$ cat config.mk
export PLATFORM = sky130hd
export DESIGN_NAME = websocket_frame_deframer_core
export DESIGN_NICKNAME = d
export VERILOG_FILES = /design/src/wsd_pkg.sv /design/src/wsd_step.sv /design/src/websocket_frame_deframer_core.sv
export SDC_FILE = /design/constraint.sdc
export NUM_CORES = 1
export LEC_CHECK = 0
export ABC_AREA = 1
export BUFFER_PORTS_ARGS = -buffer_cell sky130_fd_sc_hd__buf_2
export CORE_MARGIN = 10
export CORE_UTILIZATION = 50
export CTS_BUF_LIST = sky130_fd_sc_hd__clkbuf_8
export DETAILED_ROUTE_END_ITERATION = 10
export PLACE_DENSITY = 0.64
export RECOVER_POWER = 50
export SLEW_MARGIN = 15
export SYNTH_ARGS = -nofsm -noshare
export SYNTH_HDL_FRONTEND = slang
export SYNTH_SLANG_ARGS = --single-unit
$ cat constraint.sdc
create_clock -name clk -period 4.6 [get_ports clk]
set_input_delay 0.23 -clock clk [delete_from_list [all_inputs] [get_ports clk]]
set_output_delay 0.23 -clock clk [all_outputs]
set_load 0.1 [all_outputs]
$ cat src/wsd_pkg.sv
`timescale 1ns / 1ps

package wsd_pkg;

  // Width of the payload length counter; longer extended lengths saturate.
  localparam int LENGTH_BITS = 64;

  localparam logic [2:0] PH_HDR0    = 3'd0;
  localparam logic [2:0] PH_HDR1    = 3'd1;
  localparam logic [2:0] PH_EXTLEN  = 3'd2;
  localparam logic [2:0] PH_KEY     = 3'd3;
  localparam logic [2:0] PH_PAYLOAD = 3'd4;
  localparam logic [2:0] PH_DEAD    = 3'd5;

  localparam logic [1:0] KIND_PAYLOAD = 2'd0;
  localparam logic [1:0] KIND_EMPTY   = 2'd1;
  localparam logic [1:0] KIND_ERROR   = 2'd2;

  localparam logic [3:0] OP_TEXT   = 4'h1;
  localparam logic [3:0] OP_BINARY = 4'h2;
  localparam logic [3:0] OP_CLOSE  = 4'h8;
  localparam logic [3:0] OP_PING   = 4'h9;
  localparam logic [3:0] OP_PONG   = 4'hA;

  localparam logic [2:0] FT_TEXT    = 3'd0;
  localparam logic [2:0] FT_BINARY  = 3'd1;
  localparam logic [2:0] FT_CLOSE   = 3'd2;
  localparam logic [2:0] FT_PING    = 3'd3;
  localparam logic [2:0] FT_PONG    = 3'd4;
  localparam logic [2:0] FT_UNKNOWN = 3'd7;

  localparam logic [6:0] LEN_CODE_16 = 7'h7E;
  localparam logic [6:0] LEN_CODE_64 = 7'h7F;
  localparam logic [3:0] EXT_BYTES_16 = 4'd2;
  localparam logic [3:0] EXT_BYTES_64 = 4'd8;
  localparam logic [3:0] KEY_BYTES    = 4'd4;

  typedef struct packed {
    logic [2:0]             phase;
    logic [3:0]             opcode;
    logic                   mask_present;
    logic [LENGTH_BITS-1:0] len;
    logic                   len_ovf;
    logic [3:0]             hdr_cnt;
    logic [31:0]            key;
    logic [1:0]             key_idx;
  } ws_state_t;

  typedef struct packed {
    logic [1:0] kind;
    logic [7:0] data;
    logic [2:0] ftype;
    logic       last;
  } ws_result_t;

  function automatic logic [2:0] op_type(input logic [3:0] op);
    logic [2:0] t;
    unique case (op)
      OP_TEXT:   t = FT_TEXT;
      OP_BINARY: t = FT_BINARY;
      OP_CLOSE:  t = FT_CLOSE;
      OP_PING:   t = FT_PING;
      OP_PONG:   t = FT_PONG;
      default:   t = FT_UNKNOWN;
    endcase
    return t;
  endfunction

endpackage

$ cat src/wsd_step.sv
`timescale 1ns / 1ps

module wsd_step
  import wsd_pkg::*;
(
  input  ws_state_t  cur,
  input  logic [7:0] rx_byte,
  output ws_state_t  nxt,
  output logic       res_valid,
  output ws_result_t res
);

  logic [2:0]             cur_type;
  logic [3:0]             op_in;
  logic [2:0]             type_in;
  logic [6:0]             len_code;
  logic [LENGTH_BITS-1:0] len_shift;
  logic                   ovf_shift;
  logic [3:0]             cnt_m1;
  logic [LENGTH_BITS-1:0] len_done;
  logic [7:0]             key_byte;
  logic                   hdr_end;
  logic                   len_is_one;

  assign cur_type   = op_type(cur.opcode);
  assign op_in      = rx_byte[3:0];
  assign type_in    = op_type(op_in);
  assign len_code   = rx_byte[6:0];
  assign len_shift  = {cur.len[LENGTH_BITS-9:0], rx_byte};
  // bits pushed out of the counter window mean the length does not fit
  assign ovf_shift  = cur.len_ovf | (|cur.len[LENGTH_BITS-1 -: 8]);
  assign cnt_m1     = cur.hdr_cnt - 4'd1;
  assign len_done   = ovf_shift ? {LENGTH_BITS{1'b1}} : len_shift;
  assign len_is_one = (cur.len == LENGTH_BITS'(1));

  always_comb begin
    unique case (cur.key_idx)
      2'd0:    key_byte = cur.key[31:24];
      2'd1:    key_byte = cur.key[23:16];
      2'd2:    key_byte = cur.key[15:8];
      default: key_byte = cur.key[7:0];
    endcase
  end

  always_comb begin
    nxt       = cur;
    res_valid = 1'b0;
    res       = '0;
    hdr_end   = 1'b0;

    unique case (cur.phase)
      PH_HDR0: begin
        nxt.opcode = op_in;
        if (type_in == FT_UNKNOWN) begin
          res_valid  = 1'b1;
          res.kind   = KIND_ERROR;
          res.ftype  = FT_TEXT;
          res.last   = 1'b1;
          nxt.phase  = PH_DEAD;
        end else begin
          nxt.phase  = PH_HDR1;
        end
      end

      PH_HDR1: begin
        nxt.mask_present = rx_byte[7];
        nxt.key          = '0;
        nxt.len_ovf      = 1'b0;
        if (len_code == LEN_CODE_16 || len_code == LEN_CODE_64) begin
          nxt.len     = '0;
          nxt.hdr_cnt = (len_code == LEN_CODE_16) ? EXT_BYTES_16 : EXT_BYTES_64;
          nxt.phase   = PH_EXTLEN;
        end else begin
          nxt.len = LENGTH_BITS'(len_code);
          if (rx_byte[7]) begin
            nxt.hdr_cnt = KEY_BYTES;
            nxt.phase   = PH_KEY;
          end else begin
            hdr_end = 1'b1;
          end
        end
      end

      PH_EXTLEN: begin
        nxt.hdr_cnt = cnt_m1;
        nxt.len_ovf = ovf_shift;
        if (cnt_m1 != 4'd0) begin
          nxt.len = len_shift;
        end else begin
          nxt.len = len_done;
          if (cur.mask_present) begin
            nxt.hdr_cnt = KEY_BYTES;
            nxt.phase   = PH_KEY;
          end else begin
            hdr_end = 1'b1;
          end
        end
      end

      PH_KEY: begin
        nxt.key     = {cur.key[23:0], rx_byte};
        nxt.hdr_cnt = cnt_m1;
        if (cnt_m1 == 4'd0) begin
          hdr_end = 1'b1;
        end
      end

      PH_PAYLOAD: begin
        nxt.key_idx = cur.key_idx + 2'd1;
        nxt.len     = cur.len - LENGTH_BITS'(1);
        res_valid   = 1'b1;
        res.kind    = KIND_PAYLOAD;
        res.data    = rx_byte ^ key_byte;
        res.ftype   = cur_type;
        res.last    = len_is_one;
        if (len_is_one) begin
          nxt.phase = (cur_type == FT_CLOSE) ? PH_DEAD : PH_HDR0;
        end
      end

      default: begin
        nxt.phase = PH_DEAD;
      end
    endcase

    // header complete: start the payload or report an empty frame
    if (hdr_end) begin
      nxt.key_idx = 2'd0;
      if (nxt.len == '0) begin
        res_valid = 1'b1;
        res.kind  = KIND_EMPTY;
        res.ftype = cur_type;
        res.last  = 1'b1;
        nxt.phase = (cur_type == FT_CLOSE) ? PH_DEAD : PH_HDR0;
      end else begin
        nxt.phase = PH_PAYLOAD;
      end
    end
  end

endmodule

$ cat src/websocket_frame_deframer_core.sv
`timescale 1ns / 1ps

// Channel   Handshake             Payload
// in_       in_valid / in_stall   in_rx_byte[7:0]
// out_      out_valid / out_stall out_result_kind, out_payload_byte, out_frame_type,
//                                 out_frame_last
//
// One byte per cycle sustained while out_stall is low; a byte passes from input
// transaction to result through the input register, then the result register.
// Header bytes that complete no result produce no out_ transaction.
// rst_n is synchronous; it returns the parser to the first header byte.
// in_stall rises only when a byte is held and the result register is full
// and stalled; after a close frame or an unknown opcode every byte is consumed.

module websocket_frame_deframer_core
  import wsd_pkg::*;
(
  input  logic       clk,
  input  logic       rst_n,
  input  logic       in_valid,
  output logic       in_stall,
  input  logic [7:0] in_rx_byte,
  output logic       out_valid,
  input  logic       out_stall,
  output logic [1:0] out_result_kind,
  output logic [7:0] out_payload_byte,
  output logic [2:0] out_frame_type,
  output logic       out_frame_last
);

  logic       in_valid_r, in_valid_nxt;
  logic [7:0] in_byte_r;
  logic       out_valid_r, out_valid_nxt;
  ws_result_t out_res_r;
  ws_state_t  st_r, st_nxt;
  ws_result_t step_res;
  logic       step_valid;
  logic       in_take;
  logic       adv;

  // a held byte moves on once the result register has room
  assign adv      = in_valid_r && (!out_valid_r || !out_stall);
  assign in_stall = in_valid_r && !adv;
  assign in_take  = in_valid && !in_stall;

  wsd_step u_step (
    .cur       (st_r),
    .rx_byte   (in_byte_r),
    .nxt       (st_nxt),
    .res_valid (step_valid),
    .res       (step_res)
  );

  always_comb begin
    in_valid_nxt = in_take ? 1'b1 : (adv ? 1'b0 : in_valid_r);
    if (adv) begin
      out_valid_nxt = step_valid;
    end else if (out_valid_r && !out_stall) begin
      out_valid_nxt = 1'b0;
    end else begin
      out_valid_nxt = out_valid_r;
    end
  end

  always_ff @(posedge clk) begin
    if (!rst_n) begin
      in_valid_r  <= 1'b0;
      out_valid_r <= 1'b0;
      st_r        <= '{phase: PH_HDR0, default: '0};
    end else begin
      in_valid_r  <= in_valid_nxt;
      out_valid_r <= out_valid_nxt;
      if (adv) begin
        st_r <= st_nxt;
      end
    end
  end

  always_ff @(posedge clk) begin
    if (in_take) begin
      in_byte_r <= in_rx_byte;
    end
    if (adv && step_valid) begin
      out_res_r <= step_res;
    end
  end

  assign out_valid        = out_valid_r;
  assign out_result_kind  = out_res_r.kind;
  assign out_payload_byte = out_res_r.data;
  assign out_frame_type   = out_res_r.ftype;
  assign out_frame_last   = out_res_r.last;

`ifndef SYNTHESIS
  a_dead_sticks: assert property (@(posedge clk) disable iff (!rst_n)
    st_r.phase == PH_DEAD |=> st_r.phase == PH_DEAD)
    else $error("parser left the dead state");

  a_error_kills: assert property (@(posedge clk) disable iff (!rst_n)
    adv && step_valid && step_res.kind == KIND_ERROR |=> st_r.phase == PH_DEAD)
    else $error("error result did not stop the parser");

  a_payload_len: assert property (@(posedge clk) disable iff (!rst_n)
    st_r.phase == PH_PAYLOAD |-> st_r.len != '0)
    else $error("payload phase with zero remaining length");

  a_nonpayload_zero: assert property (@(posedge clk) disable iff (!rst_n)
    out_valid_r && out_res_r.kind != KIND_PAYLOAD |-> out_res_r.data == 8'd0 && out_res_r.last)
    else $error("non-payload result carries data or is not last");
`endif

endmodule

### Word level (Yosys, flattened, before mapping)

Cells that the tools add are included.
Widths: inputs -> output; s select.

| word-level totals | value |
|---|---|
| word-level logic and storage cells | 126 |
| output and inout bits | 16 |
| latch bits | 0 |
| memory bits (writable) | 0 |
| memories kept | 0 |
| input port bits | 12 |
| register bits after elaboration | 135 |
| bits in read-only memories | 0 |

| operators by class | value |
|---|---|
| divide/modulo/power cells | 0 |
| $lt $le $gt $ge | 0 |
| mux-type cells | 49 |
| reductions and logical operators | 30 |
| bitwise logic cells | 2 |
| eq/ne operators | 27 |
| shift-type cells | 0 |
| multiply operators | 0 |
| $add $sub $neg | 3 |

Operators with widths:

| operator | number |
|---|---|
| $pmux 64 s3 | 1 |
| $mux 64 | 2 |
| $eq 64x1->1 const B | 1 |
| $logic_not 64->1 | 1 |
| $pmux 32 s2 | 1 |
| $sub 64x1->64 const B | 1 |
| $pmux 3 s5 | 3 |
| $mux 4 | 7 |
| $mux 3 | 9 |
| $eq 4x4->1 const B | 6 |
| $pmux 8 s3 | 1 |
| $eq 7x7->1 const B | 2 |
| $mux 1 | 13 |
| $mux 2 | 6 |
| $pmux 4 s3 | 1 |
| $reduce_and 2->1 | 5 |
| $reduce_bool 2->1 | 5 |
| $eq 3x2->1 const B | 3 |
| $ne 3x2->1 const B | 3 |
| $eq 4x1->1 const B | 2 |
| $eq 4x2->1 const B | 2 |
| $pmux 4 s2 | 1 |
| $reduce_or 8->1 | 1 |
| $xor 8x8->8 | 1 |
| 23 further kinds | 33 |

### Depth between registers and ports, before layout

Gate-level depths: netlist of the first run.

| depth | value |
|---|---|
| depth after elaboration | 9 |
| mapped depth | 22 |
| depth with buffers taken out | 21 |

### By module

A second synthesis of the first run with hierarchy kept.

| second synthesis, totals | value |
|---|---|
| cells, all modules | 2013 |
| area total of the unflattened synthesis | 11288.3 µm² |

Modules (own cells, without submodules):

| module | sequential area each (µm²) | cells each | area an instance (µm²) | times used |
|---|---|---|---|---|
| websocket_frame_deframer_core | 2922.8 | 766 | 5685.5 | 1 |
| wsd_step | 0.0 | 1247 | 5602.9 | 1 |

### Worst setup path after synthesis of the first run

OpenSTA, ideal clock, no wires.

| timing path | value |
|---|---|
| path type | register -> register |
| from | reg st_r[34] (netlist name) |
| to | reg out_res_r (netlist bit out_frame_last), enable pin |
| arrival | 2360 ps |
| slack | 1886 ps |
| buffers on the path | 1 |
| cell stages (with the launch flop) | 19 |
| required time | 4246 ps |
| library setup time | 354 ps |
| clock period less this slack | 2714 ps |
| cell sequence | dfxtp_1 inv_1 ha_1 xor2_1 nor2_1 nand3_4 inv_4 buf_2 o21ai_0 nand2_1 a21oi_1 nand2_1 nor2_1 nand2_1 nor2_1 nand2_1 nand3_1 nand2_1 inv_1 |

| on the way | value |
|---|---|
| word-level cells in the longest chain between the ends | 8 |
| elaborated cells on any way between the ends | 12 |
| classes of those cells | add/sub: 1; mux: 7; reduce/logical: 4 |

RTL lines:

| what | line | RTL |
|---|---|---|
| start: declaration | websocket_frame_deframer_core.sv:35 | `ws_state_t st_r, st_nxt;` |
| start signal: assignment | websocket_frame_deframer_core.sv:74 | `st_r <= st_nxt;` |
| $sub 4x1->4 (*) | wsd_step.sv:32 | `assign cnt_m1 = cur.hdr_cnt - 4'd1;` |
| $reduce_bool 4->1 | wsd_step.sv:87 | `if (cnt_m1 != 4'd0) begin` |
| $mux 64 | wsd_step.sv:87 |  |
| $pmux 64 s3 | wsd_step.sv:51 | `unique case (cur.phase)` |
| $logic_not 64->1 | wsd_step.sv:129 | `if (nxt.len == '0) begin` |
| $mux 1 | wsd_step.sv:129 |  |
| $mux 1 (*) | wsd_step.sv:127 | `if (hdr_end) begin` |
| $logic_and 1x1->1 (*) | websocket_frame_deframer_core.sv:83 | `if (adv && step_valid) begin` |
| end signal: assignment | websocket_frame_deframer_core.sv:84 | `out_res_r <= step_res;` |
| end: declaration | websocket_frame_deframer_core.sv:34 | `ws_result_t out_res_r;` |

Every way passes the cells marked *; elsewhere a longest branch is shown, timed or not.
A chain may end at the register's enable or synchronous reset.

### Final worst setup path of the first run

| timing path | value |
|---|---|
| from | reg st_r[109] (netlist name) |
| to | reg out_res_r (netlist bit out_payload_byte[3]), enable pin |

| on the way | value |
|---|---|
| word-level cells in the longest chain between the ends | 6 |
| elaborated cells on any way between the ends | 12 |
| classes of those cells | eq/ne: 4; mux: 5; reduce/logical: 3 |

RTL lines:

| what | line |
|---|---|
| $eq 3x3->1 (tied with other cells) | wsd_step.sv:51 |
| $pmux 64 s3 | wsd_step.sv:51 |
| $logic_not 64->1 | wsd_step.sv:129 |
| $mux 1 | wsd_step.sv:129 |
| $mux 1 (*) | wsd_step.sv:127 |
| $logic_and 1x1->1 (*) | websocket_frame_deframer_core.sv:83 |

Marks and branches as above.

==> flow_summary.yaml, run 1 <==
setup_path:
  critPathArrivalTime_ps: 4140
  cp_max_fo: 33
  critPathRequiredTime_ps: 4700
  critPathLaunchType: "flop"
  path_class: "reg2reg"
  r2r_cells: 19
  crit_path_end_kind: "flop"
cts:
  clock-sinks: 135
  tritoncts: "done"
  clock_tree.buffer_depth: 2
  clk_pin_slew_ps: 90
  cts-buffers-inserted: 17
  cts-root-buf: "clkbuf_8"
  htreeDepth: 4
  clk_latency_ps: 470
  post-cts-setup-buffers: 0
  post_cts_resized: 0
  hold_buffers: 8
floorplan:
  dieArea_mm2: 0.0247
  die_x_um: 157
  start_util: 0.506
  placementRows: 50
  die_h_um: 157
  core_area_mm2: 0.0186
  io_pins: 28
global_route:
  overflow: 0
  grt_max_degree: 83
  grt_pass1_wl_um: 49900
  antenna_found_initial: 1
  grt_pass1_vias: 8996
  grt_usage: 0.255
pwr:
  power.switching_mw: 1.37
  p_int_mw: 2.03
  p_sw_frac: 0.402
  seq_power_share: 0.401
  leakage_nw: 4.79
  clock_power_share: 0.309
  power_density_mw_per_mm2: 337
  peakVddDrop_v: 0.000188
  p_comb_frac: 0.290
  total_power_mw: 3.40
route:
  wl_per_cell_um: 17.3
  num_vias: 10219
  dr.pass1.iters: 8
  vias_per_cell: 5.64
  ant_nets: 0
  drc: 0
  drt_iter0_drc: 1278
  drt_wl_total_um: 31300
synthesis:
  synth.most_common_cell: "nand2_1"
  synth_edf_count: 22
  synth_flop_cell: "dfxtp_1"
  synth.largest_area_cell: "dfxtp_1"
  ys_seq_area_frac: 0.311
  ys_types: 41
  async_flop_share: 0
  yosys_warnings: 0
  syn_area_per_cell_um2: 6.01
  synthesis.nets: 1584
  synth_area_mm2: 0.00940
  synth_common_cells: "420 x nand2_1, 235 x nor2_1, 184 x inv_1, 159 x nand3_1, 122 x o21ai_0"
  synth_cells: 1564
  ys_ff_latch: 135
  synth_area_leaders: "dfxtp_1 24%, nand2_1 17%, nor2_1 9.4%"
  synth_top_area_share: 0.241
place:
  hpwl_um: 22400
  port_buffers: 27
  pre_cts_ws_ps: 779
  place_congestion: 0.969
  dpl.cell_count: 1770
cells_and_area:
  synthToLayoutAreaGrowth_pct: 7.19
  drive_gt1_frac: 0.0628
  instances_no_fill: 1811
  final_nets: 1583
sta:
  hold_ws_ps: 55.8
  skew_ps: 14.8
  max_slew.worst_pin.slew_ps: 2170
  max_freq_mhz: 248
  slew_viol_final: 100
  hold_viol: 0
  rsz0062_at_grt: "no"
  worst_slack_ps: 564
  maxSlewHeadroom: -0.445
  final-setup-viol-count: 0
  tns_ps: 0
  period_needed_ps: 4040
  period_share: 0.877
run_status:
  status: "complete, but fails checks"
  failed_checks: "capacitance limit, slew limit"
min_path:
  hold_path_class: "in2reg"
  whs_path_depth: 3
run:
  cap_violations: 2
## registers in the layout (all words and copies together), names as in the netlist
register / cells
in_valid_r: 1
st_r: 111
out_frame_type: 3
out_payload_byte: 8
out_frame_last: 1
out_valid: 1
out_result_kind: 2
in_byte_r: 8
## final cells by class
| class | instances | area [um^2] |
|---|---|---|
| fill | 1985 | 8510 |
| clock buffer | 17 | 234 |
| clock inverter | 15 | 163 |
| sequential | 135 | 2920 |
| multi-input combinational | 1171 | 5460 |
| timing repair buffer | 43 | 260 |
| tap | 234 | 293 |
| inverter | 195 | 734 |
| antenna | 1 | 2.50 |
## kinds of logic after synthesis
family,after synthesis,synth area share
and+or+nand+nor,876,0.402
AOI/OAI and AO/OA,285,0.168
buffers and inverters,258,0.107
DFF,135,0.311
adders and majority gates,8,0.0107
xor gates and xnor gates,2,0.00186
## critical path, stage by stage (launching register included)
cell and delay [ps]:
dfxtp_1 510, nor2_1 310, inv_2 110, nor2_8 410, inv_2 210, nand2_2 400, o21ai_0 160, nor2_1 120
nand2_1 60, nand2_1 70, nand2_1 50, nor2_1 90, nand2_1 60, nor2_1 190, nand2_1 90, nor2_1 90
nand2_1 110, nand3_1 90, nand2_1 70, inv_1 470
## per-stage QoR
step	util	area (um^2)
after floorplan	-	9400
after global placement	0.518	9630
after detailed placement	0.518	9630
after CTS	0.544	10100
after global routing	0.542	10100
final	0.542	10100
## power by group through the flow
| stage | clock network (mW) | registers [mW] | logic, mW |
|---|---|---|---|
| 6_report | 1.05 | 1.36 | 0.985 |
| 5_1_grt | 1.11 | 1.37 | 1.09 |
| 4_1_cts | 1.05 | 1.36 | 0.970 |
| 3_5_place_dp | 0 | 1.39 | 0.960 |
| 3_3_place_gp | 0 | 1.39 | 0.960 |
| 2_1_floorplan | 0 | 1.40 | 0.687 |
## final timing paths
path | slack [ps] | startpoint | to
min reg2reg | 470 | st_r[18] | st_r[26]
max reg2reg | 560 | st_r[109] | out_payload_byte[3]
max | 560 | st_r[109] | out_payload_byte[3]
min | 60 | in_valid | in_valid_r
## cell usage in the layout, fill, tap and decap left out, types with 5 or more instances in the layout
master,count
buf_2,10
o22ai_1,9
a211oi_1,25
edfxtp_1,22
dlygate4sd3_1,8
nor2_2,13
clkbuf_8,17
o21ai_0,123
nor2_4,11
nand3_1,159
inv_2,6
o211ai_1,24
buf_4,5
a21oi_1,96
ha_1,8
clkbuf_1,18
nand2_2,11
inv_1,188
nand2_1,420
dfxtp_1,113
nor2_1,236
inv_6,6
## routing by layer
metal	track usage	wire length, um	vias to the layer above
met5	0	13	-
met4	0.0574	481	2
met3	0.0426	2500	45
met2	0.391	13900	463
met1	0.366	14400	4658
li1	-	-	5051
Power figures use the tool's default switching activity.
==> run 2, diff against run 1 <==
==> constraint.sdc (replaced) <==
create_clock -name clk -period 3.83 [get_ports clk]
set_input_delay 0.1915 -clock clk [delete_from_list [all_inputs] [get_ports clk]]
set_output_delay 0.1915 -clock clk [all_outputs]
set_load 0.1 [all_outputs]
==> flow_summary.yaml, run 2 (synthesis results as in run 1) <==
place:
  place_congestion: 0.992
  hpwl_um: 23500
  port_buffers: 27
run:
  cap_violations: 1
cts:
  cts-root-buf: "clkbuf_8"
  clk_pin_slew_ps: 90
  clk_latency_ps: 480
  htreeDepth: 4
  post_cts_resized: 0
  tritoncts: "done"
  clock_tree.buffer_depth: 2
  cts-buffers-inserted: 17
  clock-sinks: 135
run_status:
  status: "complete, but fails checks"
  failed_checks: "capacitance limit, slew limit"
route:
  wl_met2_um: 13800
  ant_nets: 0
  drt_iter0_drc: 1038
  drc: 0
  wl_per_cell_um: 17.7
  wl_met3_um: 3070
  drt_wl_total_um: 32300
  highest_layer: "met4"
  num_vias: 10189
  dr.pass1.iters: 6
  wirelength_met1_um: 14700
  vias_per_cell: 5.58
floorplan:
  core_area_mm2: 0.0186
  dieArea_mm2: 0.0247
  placementRows: 50
  die_x_um: 157
  die_h_um: 157
  io_pins: 28
  start_util: 0.506
global_route:
  grt_pass1_vias: 9337
  grt_pass1_wl_um: 52000
  grt_usage: 0.266
  overflow: 0
  antenna_found_initial: 0
  grt_max_degree: 83
sta:
  skew_ps: 20.1
  period_share: 0.920
  maxSlewHeadroom: -0.0720
  max_slew.worst_pin.slew_ps: 1610
  final-setup-viol-count: 0
  period_needed_ps: 3530
  max_freq_mhz: 284
  hold_viol: 0
  rsz0062_at_grt: "no"
  tns_ps: 0
  slew_viol_final: 83
cells_and_area:
  mostFrequentLayoutCells: "422 x nand2_1, 234 x nor2_1, 187 x inv_1, 159 x nand3_1, 123 x o21ai_0"
  largest-register: "st_r"
  utilization: 0.549
  diodes: 0
  synthToLayoutAreaGrowth_pct: 8.52
  largest_register_ffs: 111
  drive_gt1_frac: 0.0697
  final_nets: 1599
  layout_commonest_cell: "nand2_1"
pwr:
  power_density_mw_per_mm2: 404
  leakage_nw: 4.86
  peakVddDrop_v: 0.000211
min_path:
  hold_path_class: "in2reg"
setup_path:
  cp_max_fo: 37
  critPathArrivalTime_ps: 3690
  critPathLaunchType: "flop"
  critPathSlowestCell: "dfxtp_1"
  path_cells: "inv_1, ha_1, xor2_1, nor2_1, nand3_4, inv_4, o21ai_0, nand3_1, nor2_1, nand2_1, nor2_1, nand2_1, nor2_1, nand2_1, nand3_1, nand2_1, inv_1, buf_4"
  path_class: "reg2reg"
  crit_path_end_kind: "flop"
  cp_slowest_stage_delay_ps: 380
  critPathRequiredTime_ps: 4000
  cp_num_buf_inv: 4
  reg2reg_slack_ps: 300
  cp_top_family: "simple AND/OR/NAND/NOR gates"
[run 2: layout make-up]
class,count,area [um^2]
Clock buffer,17,234
Clock inverter,15,166
Fill cell,1945,8380
Inverter,195,734
Multi-Input combinational cell,1171,5460
Sequential cell,135,2920
Tap cell,234,293
Timing Repair Buffer,59,384
[run 2: path summary, 6_finish.rpt]
kind,end,depth (start not counted),start
max,out_frame_last,18,st_r[34]
min,out_valid,3,out_stall
max reg2reg,out_frame_last,18,st_r[34]
min reg2reg,st_r[25],2,st_r[17]
[run 2: per-layer routing]
| metal | vias to the layer above | GRT usage |
|---|---|---|
| li1 | 5083 | - |
| met2 | 473 | 0.390 |
| met1 | 4574 | 0.378 |
| met5 | - | 0 |
| met4 | 0 | 0.0815 |
| met3 | 59 | 0.0606 |
[run 2: what timing repair did]
action,CTS,global route
hold buffers,9,0
hold endpoints to repair,9,0
setup buffers,0,0
setup endpoints to repair,0,14
[run 2: worst reg2reg max path, stage by stage, from the launching register on]
cell	delay [ps]
dfxtp_1	380
inv_1	90
ha_1	210
xor2_1	250
nor2_1	130
nand3_4	290
inv_4	260
o21ai_0	320
nand3_1	140
nor2_1	150
nand2_1	100
nor2_1	120
nand2_1	70
nor2_1	160
nand2_1	120
nand3_1	90
nand2_1	70
inv_1	60
buf_4	210
[run 2: power breakdown]
group	switching, mW	internal [mW]
clock	0.666	0.594
sequential	0.111	1.53
combinational	0.885	0.339
total	1.66	2.46
[run 2: per-stage QoR]
step                      area (um^2)  instances  power, mW  hold slack (ps)  worst slack [ps]
after CTS                       10200       1826       4.12             29.8               321
after global routing            10200       1826       4.35             27.4              11.3
final                           10200       1826       4.12             23.9               305
after detailed placement         9760       1785       2.86              370               345
after global placement           9760       1785       2.86              369               386
after floorplan                  9400       1564       2.51              290              1120
